### src/rtl/core/ffha_pkg.sv
// Shared types, codes and defaults for the first-fit heap allocator.
`timescale 1ns / 1ps
package ffha_pkg;

  localparam int unsigned ARENA_BYTES_DEF  = 1048576;
  localparam int unsigned HEADER_BYTES_DEF = 12;
  localparam int unsigned MAX_BLOCKS_DEF   = 1024;

  localparam logic [31:0] HEAP_BASE_RST = 32'h0040_0000;
  localparam int unsigned PADDR_W       = 3;
  localparam int unsigned REQ_W         = 21;
  localparam int unsigned RSIZE_W       = REQ_W + 1;

  localparam logic OP_ALLOC = 1'b0;
  localparam logic OP_FREE  = 1'b1;

  typedef enum logic [1:0] {
    ST_OK      = 2'd0,
    ST_NOFIT   = 2'd1,
    ST_NULL    = 2'd2,
    ST_UNKNOWN = 2'd3
  } status_e;

  typedef struct packed {
    logic             opcode;
    logic [REQ_W-1:0] request_size;
    logic [31:0]      free_address;
  } in_item_t;

  typedef struct packed {
    logic [1:0]  status;
    logic [31:0] address;
  } out_item_t;

  typedef enum logic [4:0] {
    CMD_NONE,
    CMD_INIT,
    CMD_LOAD,
    CMD_RD,
    CMD_FAIL,
    CMD_TAKE,
    CMD_HOLD,
    CMD_ADV,
    CMD_UP_RD,
    CMD_UP_WR,
    CMD_SPL1,
    CMD_SPL0,
    CMD_NEXT,
    CMD_MERGE,
    CMD_DN_RD,
    CMD_DN_WR,
    CMD_DN_END,
    CMD_PUT
  } cmd_e;

  typedef struct packed {
    cmd_e op;
  } cmd_t;

  typedef struct packed {
    logic op_free;
    logic stop;
    logic hit_alloc;
    logic can_split;
    logic hit_free;
    logic up_more;
    logic dn_more;
    logic out_busy;
  } sts_t;

endpackage

### src/rtl/core/ffha_ctrl.sv
// Sequencer for the allocator: walks the block table through datapath commands.
`timescale 1ns / 1ps
module ffha_ctrl
  import ffha_pkg::*;
(
  input  logic clk_i,
  input  logic rst_ni,
  input  logic in_valid_i,
  output logic in_stall_o,
  input  sts_t sts_i,
  output cmd_t cmd_o
);

  typedef enum logic [3:0] {
    S_INIT, S_IDLE, S_RD, S_CHK, S_UP_RD, S_UP_WR, S_SPL1, S_SPL0,
    S_NX, S_MRG, S_DN_RD, S_DN_WR, S_PUT
  } state_e;

  state_e state_q, state_d;
  logic   stall_q, stall_d;

  always_comb begin
    state_d = state_q;
    stall_d = stall_q;
    cmd_o.op = CMD_NONE;
    unique case (state_q)
      S_INIT: begin
        cmd_o.op = CMD_INIT;
        state_d  = S_IDLE;
        stall_d  = 1'b0;
      end
      S_IDLE: begin
        if (in_valid_i && !stall_q) begin
          cmd_o.op = CMD_LOAD;
          state_d  = S_RD;
          stall_d  = 1'b1;
        end
      end
      S_RD: begin
        if (sts_i.stop) begin
          cmd_o.op = CMD_FAIL;
          state_d  = S_PUT;
        end else begin
          cmd_o.op = CMD_RD;
          state_d  = S_CHK;
        end
      end
      S_CHK: begin
        priority if (!sts_i.op_free && sts_i.hit_alloc && sts_i.can_split) begin
          cmd_o.op = CMD_HOLD;
          state_d  = S_UP_RD;
        end else if (!sts_i.op_free && sts_i.hit_alloc) begin
          cmd_o.op = CMD_TAKE;
          state_d  = S_PUT;
        end else if (sts_i.op_free && sts_i.hit_free) begin
          cmd_o.op = CMD_HOLD;
          state_d  = S_NX;
        end else begin
          cmd_o.op = CMD_ADV;
          state_d  = S_RD;
        end
      end
      S_UP_RD: begin
        if (sts_i.up_more) begin
          cmd_o.op = CMD_UP_RD;
          state_d  = S_UP_WR;
        end else begin
          state_d = S_SPL1;
        end
      end
      S_UP_WR: begin
        cmd_o.op = CMD_UP_WR;
        state_d  = S_UP_RD;
      end
      S_SPL1: begin
        cmd_o.op = CMD_SPL1;
        state_d  = S_SPL0;
      end
      S_SPL0: begin
        cmd_o.op = CMD_SPL0;
        state_d  = S_PUT;
      end
      S_NX: begin
        cmd_o.op = CMD_NEXT;
        state_d  = S_MRG;
      end
      S_MRG: begin
        cmd_o.op = CMD_MERGE;
        state_d  = S_DN_RD;
      end
      S_DN_RD: begin
        if (sts_i.dn_more) begin
          cmd_o.op = CMD_DN_RD;
          state_d  = S_DN_WR;
        end else begin
          cmd_o.op = CMD_DN_END;
          state_d  = S_PUT;
        end
      end
      S_DN_WR: begin
        cmd_o.op = CMD_DN_WR;
        state_d  = S_DN_RD;
      end
      S_PUT: begin
        if (!sts_i.out_busy) begin
          cmd_o.op = CMD_PUT;
          state_d  = S_IDLE;
          stall_d  = 1'b0;
        end
      end
      default: state_d = S_IDLE;
    endcase
  end

  always_ff @(posedge clk_i or negedge rst_ni) begin
    if (!rst_ni) begin
      state_q <= S_INIT;
      stall_q <= 1'b1;
    end else begin
      state_q <= state_d;
      stall_q <= stall_d;
    end
  end

  assign in_stall_o = stall_q;

endmodule

### config.mk
export PLATFORM = sky130hd
export DESIGN_NAME = ffha_ctrl
export DESIGN_NICKNAME = d
export VERILOG_FILES = /design/src/rtl/core/ffha_pkg.sv /design/src/rtl/core/ffha_ctrl.sv
export SDC_FILE = /design/constraint.sdc
export NUM_CORES = 1
export LEC_CHECK = 0
export ABC_AREA = 1
export BUFFER_PORTS_ARGS = -buffer_cell sky130_fd_sc_hd__buf_2
export CAP_MARGIN = 20
export CORE_AREA = 2 2 39 41
export CTS_BUF_LIST = sky130_fd_sc_hd__clkbuf_4
export DETAILED_ROUTE_END_ITERATION = 10
export DIE_AREA = 0 0 41 43
export PLACE_DENSITY = 0.74
export SETUP_SLACK_MARGIN = 0.4
export SLEW_MARGIN = 15
export SYNTH_ARGS = -nofsm -noshare
export SYNTH_HDL_FRONTEND = slang
export SYNTH_SLANG_ARGS = --single-unit
### constraint.sdc
create_clock -name clk_i -period 3.4 [get_ports clk_i]
set_input_delay 0.68 -clock clk_i [delete_from_list [all_inputs] [get_ports clk_i]]
set_output_delay 0.68 -clock clk_i [all_outputs]
set_load 0.01 [all_outputs]
==> results.json, run 1 <==
{
  "ir_drop_v": 0.0003497,
  "start_util_pct": 38.34,
  "synthAdderAreaFrac_pct": 0,
  "fmax_mhz": 466.3,
  "max_stage_delay_ns": 0.44,
  "synth-seq-cells": 5,
  "required_ns": 2.72,
  "num_rows": 14,
  "post_cts_resized": 0,
  "grt_util_all_layers_pct": 18.71,
  "grt_pass1_vias": 577,
  "finalCriticalPeriod_ns": 2.145,
  "yosys-mux-area-fraction_pct": 0,
  "grt_antenna_before_repair": 0,
  "grt_setup_unrepaired": "false",
  "n_antenna_cell": 0,
  "core_um2": 1384,
  "drc": 0,
  "setup_viol": 0,
  "r2r_start": "state_q[0]",
  "timing.rr.end": "state_q[0]",
  "slew_headroom_pct": 82.57,
  "grtUsageMet2_pct": 29.06,
  "crit_family": "simple AND/OR/NAND/NOR gates",
  "start_kind": "flop",
  "power.density_nw_per_um2": 897.6,
  "clock-sinks": 5,
  "nFillCells": 152,
  "stdcell_count": 126,
  "ant_nets": 0,
  "fin_crit_sh_pct": 63.07,
  "path_class": "flop to output port",
  "cts-root-buf": "clkbuf_4",
  "ff2ff_path_depth": 7,
  "postCtsSetupRepairBufs": 0,
  "worst_setup_path_end_kind": "output port",
  "portBuffers": 16,
  "gp_congestion": 0.8987,
  "critical-path-slowest-cell": "dfrtp_1",
  "grt_use_met3_pct": 6.283,
  "wl_per_cell_um": 10.91,
  "cts_tree": "done",
  "netlist_instances": 90,
  "htree_num_levels": 1,
  "clk_path_buf_depth": 2,
  "critPathMaxFanout": 5,
  "synth_compound_area_share_pct": 12.26,
  "postCtsHoldBufs": 0,
  "ys_warn_count": 0,
  "synth_top_family_by_area": "simple AND/OR/NAND/NOR gates",
  "crit_top_cell": "nand2_1",
  "syn_avg_cell_area_um2": 5.895,
  "yosysSeqAreaShare_pct": 23.82,
  "drtIter0Drc": 20,
  "met1_usage_pct": 24.34,
  "tns_ns": 0,
  "arrival_ns": 1.46,
  "grt-ovfl-total": 0,
  "vias": 646,
  "place_hpwl_um": 1153,
  "yosysUniqueCellTypes": 17,
  "status": "completed",
  "grt_pass1_wl_um": 2270,
  "grt_max_degree": 7,
  "synth-simple-area-share_pct": 51.18,
  "numCtsBuffers": 3,
  "p_leak_nw": 0.3909,
  "layout-drive-gt1-share_pct": 25.45,
  "maxSlewViolCount": 0,
  "worst_pin_slew_ns": 0.2614,
  "clk_latency_ns": 0.24,
  "die_h_um": 43,
  "routed_via_density": 5.127,
  "rrSetupSlack_ns": 2.12,
  "final.setup_skew_ns": 0.005901,
  "synth_nets": 101,
  "routed_wl_um": 1375,
  "cp_cell_sequence": "inv_1, nand2_1, nor2_2, nand2_1, nand2_1, inv_1, nand4_1, buf_2",
  "syn_to_final_growth_pct": 24.53,
  "hold_viol": 0,
  "synthXorXnorAreaFrac_pct": 0,
  "fin_nets": 122,
  "dp.cells": 122,
  "worstSetupPathDepth": 8,
  "ios": 17,
  "clkTransAtPathRegs_ns": 0.04,
  "drt_pass1_iterations": 4,
  "maxCapViolCount": 0,
  "die_w_um": 41,
  "dieArea_um2": 1763,
  "synth_area_um2": 530.5,
  "critical_path_buf_inv_count": 3,
  "gr-max-usage-layer": "met2",
  "hp-class": "primary input to asynchronous set/reset pin"
}
[report_power, final]
| group | internal, mW | switching (mW) |
|---|---|---|
| clock network | 0.0523 | 0.0240 |
| registers | 0.0919 | 0.0460 |
| logic | 0.140 | 0.239 |
[worst max path at each step]
stage / end / slack [ns] / startpoint
2_1_floorplan: cmd_o[1] / 1.64 / sts_i[7]
3_3_place_gp: cmd_o[1] / 1.44 / sts_i[7]
3_5_place_dp: cmd_o[1] / 1.41 / sts_i[7]
4_1_cts: cmd_o[1] / 1.25 / state_q[0]
5_1_grt: cmd_o[1] / 1.08 / state_q[0]
6_report: cmd_o[1] / 1.26 / state_q[0]
[metrics by stage]
stage / utilization (%) / setup slack (ns) / total power, mW / instance area, µm² / hold WS [ns]
final: 47.74 / 1.255 / 0.5930 / 660.6 / 0.2401
after CTS: 47.74 / 1.250 / 0.5961 / 660.6 / 0.2358
after detailed placement: 45.57 / 1.408 / 0.5158 / 630.6 / 0.4851
after global placement: 45.57 / 1.435 / 0.5152 / 630.6 / 0.4943
after floorplan: - / 1.641 / 0.4003 / 530.5 / 0.3844
after global routing: 47.74 / 1.082 / 0.6511 / 660.6 / 0.2298
[metal layers]
metal  vias to the layer above  routed length [µm]
met2                        16                 692
met4                         0                   0
met3                         0                  65
met1                       298                 616
met5                         -                   0
li1                        332                   -
[cell families after synthesis]
family / count (synthesis)
simple gates: 55
buf+inv: 18
compound gates: 12
flops: 5
[state kept, by name, indices dropped and copies added (netlist names)]
name,cells
in_stall_o,1
state_q,4
[final cells by class]
class	count	area [µm²]	area share (%)
Clock buffer	4	30.03	4.545
Inverter	18	67.56	10.23
Multi-Input combinational cell	67	336.6	50.95
Sequential cell	5	126.4	19.13
Tap cell	16	20.02	3.030
Timing Repair Buffer	16	80.08	12.12
[synth_stat cells (all sizes together)]
library cell / number / area [µm²]
a21oi: 4 / 20.02
dfrtp: 4 / 100.1
dfstp: 1 / 26.28
inv: 18 / 67.57
nand2: 23 / 86.33
nand3: 11 / 60.06
nand3b: 2 / 15.01
nand4: 5 / 31.28
nor2: 13 / 73.82
nor3: 1 / 5.000
o211ai: 2 / 15.01
o21ai: 6 / 30.02
[placed cells by master, fill, tap and decap left out, drive strengths merged]
master and count:
nand2 23, nand3b 2, inv 18, nor3 1
clkbuf 4, buf 16, nand3 11, o211ai 2
nand4 5, dfrtp 4, a21oi 4, nor2 13
o21ai 6, dfstp 1
No activity file was read; power rests on OpenSTA's default activity.
==> run 2, diff against run 1 <==
ABC_AREA = 0   (was 1)
PLACE_DENSITY = 0.79   (was 0.74)
clock period = 2.15 ns   (was 3.4 ns; I/O delays follow)
==> run 2 against run 1 <==
Cell count shrank 5.6%. Sequential power grew 66%. Hold slack gained 0.22 ns. Synthesized cell count shrank 11%. Via count grew 1.5%. Register-to-register slack lost 1.5 ns. Critical endpoint unchanged. Cell area grew 20%. Clock power grew 59%. Largest power group unchanged. Clock-buffer cell count is the same. Non-clock buffer count grew 11. First-iteration DRC count grew 10%.
==> results.json, run 2 <==
{
  "status": "completed",
  "drc": 0,
  "grt_max_degree": 13,
  "hold_viol": 0,
  "netlist_instances": 80,
  "final.setup_skew_ns": 0.001459,
  "grt-ovfl-total": 0,
  "drtIter0Drc": 22,
  "place_ws_ns": 0.2366,
  "clock-sinks": 5,
  "top_register": "state_q",
  "grt_antenna_before_repair": 0,
  "drt_pass1_iterations": 4,
  "start_util_pct": 42.95,
  "grt_util_all_layers_pct": 16.60,
  "maxCapViolCount": 0,
  "pwr-share-seq_pct": 20.7,
  "yosysSeqAreaShare_pct": 21.26,
  "routed_wl_um": 1512,
  "start_kind": "flop",
  "maxSlewViolCount": 0,
  "n_antenna_cell": 0,
  "seq_area_um2": 130.1,
  "die_h_um": 43,
  "syn_to_final_growth_pct": 33.89,
  "arrival_ns": 1.56,
  "synth_nets": 91,
  "setup_viol": 0,
  "core_um2": 1384,
  "netSwitchingFraction_pct": 43.74,
  "finalWorstSetupSlack_ns": 0.1554,
  "synth_top_area_share_pct": 16.84,
  "die_w_um": 41,
  "worst_pin_slew_ns": 0.2339,
  "htree_num_levels": 1,
  "multi_input_area_um2": 435.4,
  "power.density_nw_per_um2": 1390,
  "grt_pass1_vias": 527,
  "grt_setup_unrepaired": "true",
  "required_ns": 1.72,
  "portBuffers": 16,
  "path_class": "flop to output port",
  "worst_setup_path_end_kind": "output port",
  "ys_top_cells_by_count": "a21oi_1 (7), nor2_1 (7), o21ai_0 (7)",
  "cellInternalPower_mw": 0.6221,
  "gp_congestion": 0.7718,
  "place_hpwl_um": 1045,
  "ys.flop_type": "dfrtp_1",
  "clkTransAtPathRegs_ns": 0.05,
  "clk_path_buf_depth": 2,
  "routed_via_density": 5.513,
  "fmax_mhz": 501.3,
  "p_comb_share_pct": 68.3,
  "largest_register_ffs": 4,
  "layout_commonest_cell": "buf_2",
  "numCtsBuffers": 3,
  "fin_nets": 115,
  "synth_edf_count": 0,
  "num_rows": 14,
  "slew_headroom_pct": 84.41,
  "ant_nets": 0,
  "synth-seq-cells": 5,
  "cts_tree": "done",
  "wl_per_cell_um": 12.71,
  "layout-drive-gt1-share_pct": 41.75,
  "clkPwrFrac_pct": 11.0,
  "clk_latency_ns": 0.24,
  "nFillCells": 126,
  "tns_ns": 0,
  "p_leak_nw": 0.3694,
  "async_flop_share_pct": 100.0,
  "ir_drop_v": 0.0004468,
  "synth.largest_area_cell": "dfrtp_1",
  "finish.utilization_pct": 57.50,
  "ys_warn_count": 0,
  "hp-class": "primary input to flop",
  "cts-root-buf": "clkbuf_4",
  "yosysUniqueCellTypes": 37,
  "critPathMaxFanout": 8,
  "fin_crit_sh_pct": 92.77,
  "vias": 656,
  "p_switching_mw": 0.4836,
  "ios": 17,
  "synth_area_leaders": "dfrtp_1 (17%), a21oi_1 (5.9%), o21ai_0 (5.9%), dfstp_2 (4.4%), nor2_1 (4.4%)",
  "dieArea_um2": 1763,
  "final_cell_mix": "buf_2 (16), buf_4 (9), nor2_1 (6), o21ai_0 (6), a21oi_1 (6)",
  "syn_avg_cell_area_um2": 7.429,
  "grt_pass1_wl_um": 2097,
  "synth_area_um2": 594.3,
  "finalCriticalPeriod_ns": 1.995
}
-- run 2: stage by stage --
| stage | hold slack [ns] | instance area (µm²) | instances | total power, mW |
|---|---|---|---|---|
| 4_1_cts | 0.4645 | 780.7 | 118 | 1.078 |
| 2_1_floorplan | 0.1344 | 594.3 | 80 | 0.7182 |
| 3_3_place_gp | 0.2439 | 674.4 | 107 | 0.8447 |
| 5_1_grt | 0.4878 | 795.8 | 119 | 1.182 |
| 6_report | 0.4640 | 795.8 | 119 | 1.106 |
| 3_5_place_dp | 0.2433 | 674.4 | 107 | 0.8638 |
-- run 2: area by class of cell --
cell class                 count  share of cell area (%)
sequential                     5                   16.35
timing repair buffer          27                   21.23
clock buffer                   4                   3.774
multi-input combinational     64                   54.72
tap                           16                   2.516
inverter                       3                   1.415
-- run 2: logic make-up after synthesis --
| group | count (synthesis) | share of synthesized area (%) |
|---|---|---|
| AND/OR/NAND/NOR | 34 | 36.63 |
| buffers and inverters | 11 | 9.051 |
| AO/OA/AOI/OAI | 30 | 33.05 |
| flip-flops | 5 | 21.26 |
-- run 2: final timing paths --
check	from	to	slack, ns	cells past startpoint
setup reg to reg	state_q[2]	state_q[1]	0.67	6
hold reg to reg	in_stall_o	in_stall_o	0.54	2
setup / recovery	state_q[3]	cmd_o[1]	0.16	4
max in group asynchronous	rst_ni	in_stall_o	1.40	2
hold / removal	in_valid_i	in_stall_o	0.46	3
min in group asynchronous	rst_ni	state_q[1]	0.55	2
-- run 2: power by group through the flow --
| stage | Sequential [mW] | Clock, mW | Combinational (mW) |
|---|---|---|---|
| floorplan | 0.161 | 0 | 0.557 |
| global placement | 0.237 | 0 | 0.607 |
| detailed placement | 0.243 | 0 | 0.621 |
| CTS | 0.227 | 0.122 | 0.729 |
| global route | 0.235 | 0.123 | 0.824 |
| finish | 0.229 | 0.121 | 0.755 |
-- run 2: what timing repair did --
item,in CTS,in global routing
hold buffers,1,0
hold endpoints to repair,4,0
pin swaps,6,2
gates resized for setup,9,3
endpoints found under the setup margin,5,5
setup buffers,6,1
-- run 2: layer usage --
metal	vias to the layer above	share of wire (%)	global-route usage, %
met5	-	0	0
met4	0	0	4.000
met3	0	7.5	0
met2	28	48	28.75
met1	292	45	21.78
li1	336	-	-
-- run 2: critical path: stages (launching register included) --
cell and delay [ns]:
dfrtp_2 0.45, nor2b_4 0.15, or4_4 0.52, nand4_1 0.09, buf_2 0.13
